**config.mk**
```make
export PLATFORM = sky130hd
export DESIGN_NAME = dma_linked_list_length_walker
export DESIGN_NICKNAME = d
export VERILOG_FILES = /design/src/rtl/dllw_pkg.sv /design/src/rtl/dllw_in_reg.sv /design/src/rtl/dllw_walk_core.sv /design/src/rtl/dllw_out_reg.sv /design/src/rtl/dma_linked_list_length_walker.sv
export SDC_FILE = /design/constraint.sdc
export NUM_CORES = 1
export LEC_CHECK = 0
export ABC_CLOCK_PERIOD_IN_PS = 5800
export BUFFER_PORTS_ARGS = -buffer_cell sky130_fd_sc_hd__buf_2
export CAP_MARGIN = 20
export CORE_AREA = 2 2 168 170
export DETAILED_ROUTE_END_ITERATION = 8
export DIE_AREA = 0 0 170 172
export PLACE_DENSITY = 0.74
export REMOVE_ABC_BUFFERS = 1
export SYNTH_ARGS = -nofsm -noshare
export SYNTH_HDL_FRONTEND = slang
export SYNTH_HIERARCHICAL = 1
export SYNTH_SLANG_ARGS = --single-unit
export TNS_END_PERCENT = 20
```
**constraint.sdc**
```tcl
create_clock -name clk -period 5.8 [get_ports clk]
set_input_delay 0.58 -clock clk [delete_from_list [all_inputs] [get_ports clk]]
set_output_delay 0.58 -clock clk [all_outputs]
set_load 0.01 [all_outputs]
```
**src/rtl/dllw_pkg.sv**
```systemverilog
// shared types and constants for the dma linked list length walker
// no dependencies

package dllw_pkg;

    localparam int RAM_ADDR_BITS_DEFAULT = 21;

    localparam int CMD_W        = 1;
    localparam int START_ADDR_W = 24;
    localparam int HEADER_W     = 32;
    localparam int FETCH_ADDR_W = 21;
    localparam int SIZE_W       = 32;
    localparam int LIMIT_W      = 22;
    localparam int COUNT_W      = 23;
    localparam int PTR_W        = 24;

    localparam logic [LIMIT_W-1:0] NODE_LIMIT_RESET = 22'd2000000;
    localparam logic [PTR_W-1:0]   END_MARK         = 24'hFFFFFF;
    localparam logic [COUNT_W-1:0] COUNT_MAX        = 23'h7FFFFF;

    typedef enum logic [CMD_W-1:0] {
        CMD_START  = 1'b0,
        CMD_HEADER = 1'b1
    } cmd_t;

    typedef enum logic [1:0] {
        END_RUNNING = 2'd0,
        END_MARKER  = 2'd1,
        END_LOOP    = 2'd2,
        END_LIMIT   = 2'd3
    } end_cause_t;

    typedef struct packed {
        cmd_t                    cmd;
        logic [START_ADDR_W-1:0] start_addr;
        logic [HEADER_W-1:0]     header_word;
    } item_t;

    typedef struct packed {
        logic [FETCH_ADDR_W-1:0] fetch_addr;
        logic                    done_res;
        logic [SIZE_W-1:0]       total_size;
        end_cause_t              end_cause;
    } result_t;

endpackage

```
**src/rtl/dllw_in_reg.sv**
```systemverilog
// input register stage for the walker
// depends on dllw_pkg

module dllw_in_reg
(
    input  logic          clk,
    input  logic          rst_n,
    input  logic          in_valid,
    output logic          in_stall,
    input  dllw_pkg::item_t in_item,
    input  logic          advance,
    output logic          item_valid,
    output dllw_pkg::item_t item
);

    logic            valid_reg;
    logic            valid_next;
    dllw_pkg::item_t item_reg;

    assign in_stall   = valid_reg && !advance;
    assign valid_next = in_stall ? valid_reg : in_valid;

    always_ff @(posedge clk or negedge rst_n)
    begin
        if (!rst_n)
        begin
            valid_reg <= 1'b0;
        end
        else
        begin
            valid_reg <= valid_next;
        end
    end

    always_ff @(posedge clk)
    begin
        if (in_valid && !in_stall)
        begin
            item_reg <= in_item;
        end
    end

    assign item_valid = valid_reg;
    assign item       = item_reg;

endmodule

```
**src/rtl/dllw_walk_core.sv**
```systemverilog
// walk state, node limit register, loop check and size accumulation
// depends on dllw_pkg

module dllw_walk_core
#(
    parameter int RAM_ADDR_BITS = dllw_pkg::RAM_ADDR_BITS_DEFAULT
)
(
    input  logic                          clk,
    input  logic                          rst_n,
    input  logic                          cfg_we,
    input  logic [dllw_pkg::LIMIT_W-1:0]  cfg_wdata,
    input  logic                          fire,
    input  dllw_pkg::item_t               item,
    output dllw_pkg::result_t             result
);

    localparam logic [dllw_pkg::PTR_W-1:0] ADDR_MASK =
        dllw_pkg::PTR_W'(((1 << RAM_ADDR_BITS) - 1) & ~3);

    logic [dllw_pkg::LIMIT_W-1:0] node_limit_reg;
    logic [RAM_ADDR_BITS-1:0]     current_addr_reg, current_addr_next;
    logic [dllw_pkg::PTR_W-1:0]   last_addr_reg, last_addr_next;
    logic [dllw_pkg::PTR_W-1:0]   lower_mark_reg, lower_mark_next;
    logic [dllw_pkg::PTR_W-1:0]   upper_mark_reg, upper_mark_next;
    logic [dllw_pkg::SIZE_W-1:0]  size_total_reg, size_total_next;
    logic [dllw_pkg::COUNT_W-1:0] node_count_reg, node_count_next;
    logic                         walking_reg, walking_next;

    logic                         is_start;
    logic [dllw_pkg::PTR_W-1:0]   v_last, v_lower, v_upper;
    logic [dllw_pkg::COUNT_W-1:0] v_count;
    logic [dllw_pkg::PTR_W-1:0]   next_ptr;
    logic [dllw_pkg::PTR_W-1:0]   visit_addr;
    logic [dllw_pkg::SIZE_W:0]    size_sum;
    logic [dllw_pkg::SIZE_W-1:0]  size_sat;
    logic [dllw_pkg::PTR_W-1:0]   cur_ext;
    dllw_pkg::end_cause_t         cause;

    assign is_start = (item.cmd == dllw_pkg::CMD_START);
    assign v_last   = is_start ? dllw_pkg::END_MARK : last_addr_reg;
    assign v_lower  = is_start ? dllw_pkg::END_MARK : lower_mark_reg;
    assign v_upper  = is_start ? dllw_pkg::END_MARK : upper_mark_reg;
    assign v_count  = is_start ? '0 : node_count_reg;
    assign next_ptr = item.header_word[dllw_pkg::PTR_W-1:0];

    assign visit_addr = (is_start ? item.start_addr : next_ptr) & ADDR_MASK;

    // size grows by word count plus the pointer word
    assign size_sum = (dllw_pkg::SIZE_W + 1)'(size_total_reg)
                    + (dllw_pkg::SIZE_W + 1)'(item.header_word[31:24])
                    + (dllw_pkg::SIZE_W + 1)'(1);
    assign size_sat = size_sum[dllw_pkg::SIZE_W] ? '1 : size_sum[dllw_pkg::SIZE_W-1:0];

    always_comb
    begin
        current_addr_next = current_addr_reg;
        last_addr_next    = last_addr_reg;
        lower_mark_next   = lower_mark_reg;
        upper_mark_next   = upper_mark_reg;
        size_total_next   = size_total_reg;
        node_count_next   = node_count_reg;
        walking_next      = walking_reg;
        cause             = dllw_pkg::END_RUNNING;

        if (fire && (is_start || walking_reg))
        begin
            last_addr_next  = v_last;
            lower_mark_next = v_lower;
            upper_mark_next = v_upper;
            node_count_next = v_count;
            walking_next    = 1'b1;
            size_total_next = is_start ? dllw_pkg::SIZE_W'(1) : size_sat;

            if (!is_start && (next_ptr == dllw_pkg::END_MARK))
            begin
                cause = dllw_pkg::END_MARKER;
            end
            else
            begin
                if (v_count < dllw_pkg::COUNT_MAX)
                begin
                    node_count_next = v_count + 1'b1;
                end

                priority if (v_count > dllw_pkg::COUNT_W'(node_limit_reg))
                begin
                    cause = dllw_pkg::END_LIMIT;
                end
                else if ((visit_addr == v_lower) || (visit_addr == v_upper))
                begin
                    cause = dllw_pkg::END_LOOP;
                end
                else
                begin
                    if (visit_addr < v_last)
                    begin
                        lower_mark_next = visit_addr;
                    end
                    else
                    begin
                        upper_mark_next = visit_addr;
                    end
                    last_addr_next    = visit_addr;
                    current_addr_next = visit_addr[RAM_ADDR_BITS-1:0];
                end
            end

            if (cause != dllw_pkg::END_RUNNING)
            begin
                walking_next = 1'b0;
            end
        end
    end

    always_ff @(posedge clk or negedge rst_n)
    begin
        if (!rst_n)
        begin
            node_limit_reg   <= dllw_pkg::NODE_LIMIT_RESET;
            current_addr_reg <= '0;
            last_addr_reg    <= dllw_pkg::END_MARK;
            lower_mark_reg   <= dllw_pkg::END_MARK;
            upper_mark_reg   <= dllw_pkg::END_MARK;
            size_total_reg   <= '0;
            node_count_reg   <= '0;
            walking_reg      <= 1'b0;
        end
        else
        begin
            if (cfg_we)
            begin
                node_limit_reg <= cfg_wdata;
            end
            current_addr_reg <= current_addr_next;
            last_addr_reg    <= last_addr_next;
            lower_mark_reg   <= lower_mark_next;
            upper_mark_reg   <= upper_mark_next;
            size_total_reg   <= size_total_next;
            node_count_reg   <= node_count_next;
            walking_reg      <= walking_next;
        end
    end

    assign cur_ext = dllw_pkg::PTR_W'(current_addr_next);

    assign result.fetch_addr = walking_next ? cur_ext[dllw_pkg::FETCH_ADDR_W-1:0] : '0;
    assign result.done_res   = !walking_next;
    assign result.total_size = size_total_next;
    assign result.end_cause  = cause;

endmodule

```
**src/rtl/dllw_out_reg.sv**
```systemverilog
// result register stage for the walker
// depends on dllw_pkg

module dllw_out_reg
(
    input  logic              clk,
    input  logic              rst_n,
    input  logic              item_valid,
    input  dllw_pkg::result_t result,
    output logic              advance,
    output logic              out_valid,
    input  logic              out_stall,
    output dllw_pkg::result_t out_result
);

    logic              valid_reg;
    logic              valid_next;
    dllw_pkg::result_t result_reg;

    assign advance    = !valid_reg || !out_stall;
    assign valid_next = advance ? item_valid : valid_reg;

    always_ff @(posedge clk or negedge rst_n)
    begin
        if (!rst_n)
        begin
            valid_reg <= 1'b0;
        end
        else
        begin
            valid_reg <= valid_next;
        end
    end

    always_ff @(posedge clk)
    begin
        if (advance && item_valid)
        begin
            result_reg <= result;
        end
    end

    assign out_valid  = valid_reg;
    assign out_result = result_reg;

endmodule

```
**src/rtl/dma_linked_list_length_walker.sv**
```systemverilog
// top level of the dma linked list length walker
// depends on dllw_pkg, dllw_in_reg, dllw_walk_core, dllw_out_reg
//
//  channel | handshake           | payload
//  --------+---------------------+------------------------------------------------
//  in      | in_valid / in_stall | cmd, start_addr, header_word
//  out     | out_valid/out_stall | fetch_addr, done_res, total_size, end_cause
//  cfg     | cfg_we              | cfg_wdata (node_limit)
//
// one transaction per cycle while out_stall is low; a result is registered in the input then the result register
// the whole node step is one pass of logic between the input and result registers
// reset clears the walk state and loads the default node limit, no clearing pass
// a stalled result holds; input keeps flowing while the input register can drain

module dma_linked_list_length_walker
#(
    parameter int RAM_ADDR_BITS = dllw_pkg::RAM_ADDR_BITS_DEFAULT
)
(
    input  logic                               clk,
    input  logic                               rst_n,
    input  logic                               cfg_we,
    input  logic [dllw_pkg::LIMIT_W-1:0]       cfg_wdata,
    input  logic                               in_valid,
    output logic                               in_stall,
    input  logic [dllw_pkg::CMD_W-1:0]         cmd,
    input  logic [dllw_pkg::START_ADDR_W-1:0]  start_addr,
    input  logic [dllw_pkg::HEADER_W-1:0]      header_word,
    output logic                               out_valid,
    input  logic                               out_stall,
    output logic [dllw_pkg::FETCH_ADDR_W-1:0]  fetch_addr,
    output logic                               done_res,
    output logic [dllw_pkg::SIZE_W-1:0]        total_size,
    output logic [1:0]                         end_cause
);

    dllw_pkg::item_t   in_item;
    dllw_pkg::item_t   item;
    dllw_pkg::result_t result;
    dllw_pkg::result_t out_result;
    logic              item_valid;
    logic              advance;

    assign in_item.cmd         = dllw_pkg::cmd_t'(cmd);
    assign in_item.start_addr  = start_addr;
    assign in_item.header_word = header_word;

    dllw_in_reg u_in_reg
    (
        .clk        (clk),
        .rst_n      (rst_n),
        .in_valid   (in_valid),
        .in_stall   (in_stall),
        .in_item    (in_item),
        .advance    (advance),
        .item_valid (item_valid),
        .item       (item)
    );

    dllw_walk_core #(
        .RAM_ADDR_BITS (RAM_ADDR_BITS)
    ) u_walk_core
    (
        .clk       (clk),
        .rst_n     (rst_n),
        .cfg_we    (cfg_we),
        .cfg_wdata (cfg_wdata),
        .fire      (item_valid && advance),
        .item      (item),
        .result    (result)
    );

    dllw_out_reg u_out_reg
    (
        .clk        (clk),
        .rst_n      (rst_n),
        .item_valid (item_valid),
        .result     (result),
        .advance    (advance),
        .out_valid  (out_valid),
        .out_stall  (out_stall),
        .out_result (out_result)
    );

    assign fetch_addr = out_result.fetch_addr;
    assign done_res   = out_result.done_res;
    assign total_size = out_result.total_size;
    assign end_cause  = out_result.end_cause;

endmodule

```
==> metrics.txt <==
power density of the placed cells 347 nW/um^2; worst-case setup slack after placement 1.27 ns; final standard cell count with taps included and fillers excluded 1704; clock tree from TritonCTS done; detailed-route wire length 30.3 mm; DP HPWL 21.1 mm; most common library cell in the layout ignoring fill and taps sky130_fd_sc_hd__buf_2; final sum of negative setup slack 0 ns; Clk Latency, worst-skew pair 0.55 ns; unrepaired setup endpoints after global routing false; row count 61; min-delay worst type in2reg; y dimension of the die 172 um; slew at the pin closest to its max-slew limit 1.12 ns; wire length of the first global-routing pass 49.3 mm; critical-path maximum fanout 32; outcome complete, no violations; category of the critical setup timing path reg2reg; CTS sink count 281; Worst Path Required 6.28 ns; vias in the first global route 9540; max-capacitance violation count 0; clock tree skew after final layout 0.0162 ns; Post-Place Cells 1646; share of the core filled with cells in the final layout 56.1%; Remaining Overflow, GRT 0; synthesized area 13400 sq um; Die X 170 um; number of DRC markers in iteration 0 670; global placer's final weighted congestion 0.914; I/O pin total 142; initial antenna violation count 0; maximum number of pins on one net before global-route repair 64; area of the placeable core 27500 sq um; kind of start point of the critical path flip-flop; Ys Warns 6; gate count of the mapped netlist 1188; number of buffers created by CTS 31; final worst setup slack 1.24 ns; number of vias after detailed routing 9494; Crit path arrival time 5.03 ns; effective utilization at floorplan 48.7%; maximum clock path buffer count 3; most frequent cells in the layout sky130_fd_sc_hd__buf_2, sky130_fd_sc_hd__edfxtp_1, sky130_fd_sc_hd__nand2_1, sky130_fd_sc_hd__nor2_1, sky130_fd_sc_hd__dfrtp_1; endpoint kind of the worst setup timing path flip-flop; worst relative slew slack 24.7%; number of levels in the clock H-tree 1; peak supply drop 242 uV; Synth-to-Final Area Change 15.2%; Overall Global Routing Usage 21.1%; final net count 1467; number of antenna-violating nets in the routed design 0; Final Critical Period 4.56 ns; Fmax 220 MHz; layout cell share with drive strength beyond 1 24.5%; DRC violation count after routing 0; register clock-pin slew on the reported worst setup and hold paths 0.06 ns; Final Cycle Share 78.5%; overall power after layout 5.35 mW; Final Slew Violations 0; number of setup buffers added after CTS 0; Die ar. 29200 sq um; final setup violating endpoints 0; Avg Cell Area, Syn 11.3 sq um; Port-buffer cells 136; number of gates resized after cts 0; router iterations before antenna repair 5; hold violation total from the final report 0; Wirelength per Cell 17.8 um; diode insertion count for antenna repair 0; CTS root buffer sky130_fd_sc_hd__clkbuf_16; number of flip-flops under the largest register name 56; detail-routed via count per cell 5.57; P_leak 6.61 nW
final timing paths:
path / start / to / cells past startpoint / slack [ns]
max: u_in_reg/item[56] / u_walk_core/lower_mark_reg[5] / 12 / 1.24
min: header_word[3] / u_in_reg/item[3] / 1 / 0.20
max reg2reg: u_in_reg/item[56] / u_walk_core/lower_mark_reg[5] / 12 / 1.24
min reg2reg: u_walk_core/current_addr_reg[1] / u_walk_core/current_addr_reg[1] / 1 / 0.48
max in group asynchronous: rst_n / u_walk_core/size_total_reg[22] / 3 / 3.96
min in group asynchronous: rst_n / u_walk_core/current_addr_reg[16] / 2 / 0.55
worst max-delay path: stages, from the launching register on:
cell and delay (ns):
sky130_fd_sc_hd__edfxtp_1 1.02, sky130_fd_sc_hd__buf_4 0.48, sky130_fd_sc_hd__mux2i_1 0.70, sky130_fd_sc_hd__inv_1 0.20, sky130_fd_sc_hd__ha_1 0.38, sky130_fd_sc_hd__a21oi_1 0.16, sky130_fd_sc_hd__a21oi_1 0.08, sky130_fd_sc_hd__o41a_1 0.37
sky130_fd_sc_hd__a31o_2 0.26, sky130_fd_sc_hd__nor4_4 0.15, sky130_fd_sc_hd__buf_4 0.39, sky130_fd_sc_hd__nor3_1 0.08, sky130_fd_sc_hd__a21oi_1 0.17
layer usage:
layer / global-route usage [%] / part of all wire (%) / wire length [um] / up-vias
met5: 0 / 0 / 0 / -
met4: 5.69 / 2.5 / 752 / 0
met3: 3.09 / 4.9 / 1480 / 49
met2: 35.4 / 47 / 14200 / 271
met1: 29.0 / 46 / 13900 / 4605
li1: - / - / - / 4569
metrics by stage:
step / hold WS (ns) / area, sq um
final: 0.200 / 15400
after global routing: 0.181 / 15400
after CTS: 0.177 / 15400
after detailed placement: 0.465 / 14500
after global placement: 0.461 / 14500
after floorplan: 0.284 / 13100
report_power, final:
part	switching [mW]	internal [mW]
clock	0.777	1.03
combinational	0.533	0.411
sequential	0.166	2.43
total	1.48	3.87
timing repair:
| action | CTS | global route |
|---|---|---|
| endpoints found under the hold margin | 11 | 0 |
| hold buffers | 1 | 0 |
| setup endpoints to repair | 0 | 0 |
cell type report:
type / count / area, sq um
well taps: 346 / 433
clock inverters: 21 / 148
flip-flops and latches: 281 / 7670
clock buffers: 36 / 795
multi-input cells: 777 / 5160
fillers: 2358 / 12100
repair buffers: 162 / 897
inverters: 81 / 304
Note: power is estimated with default switching activity, not from simulation.
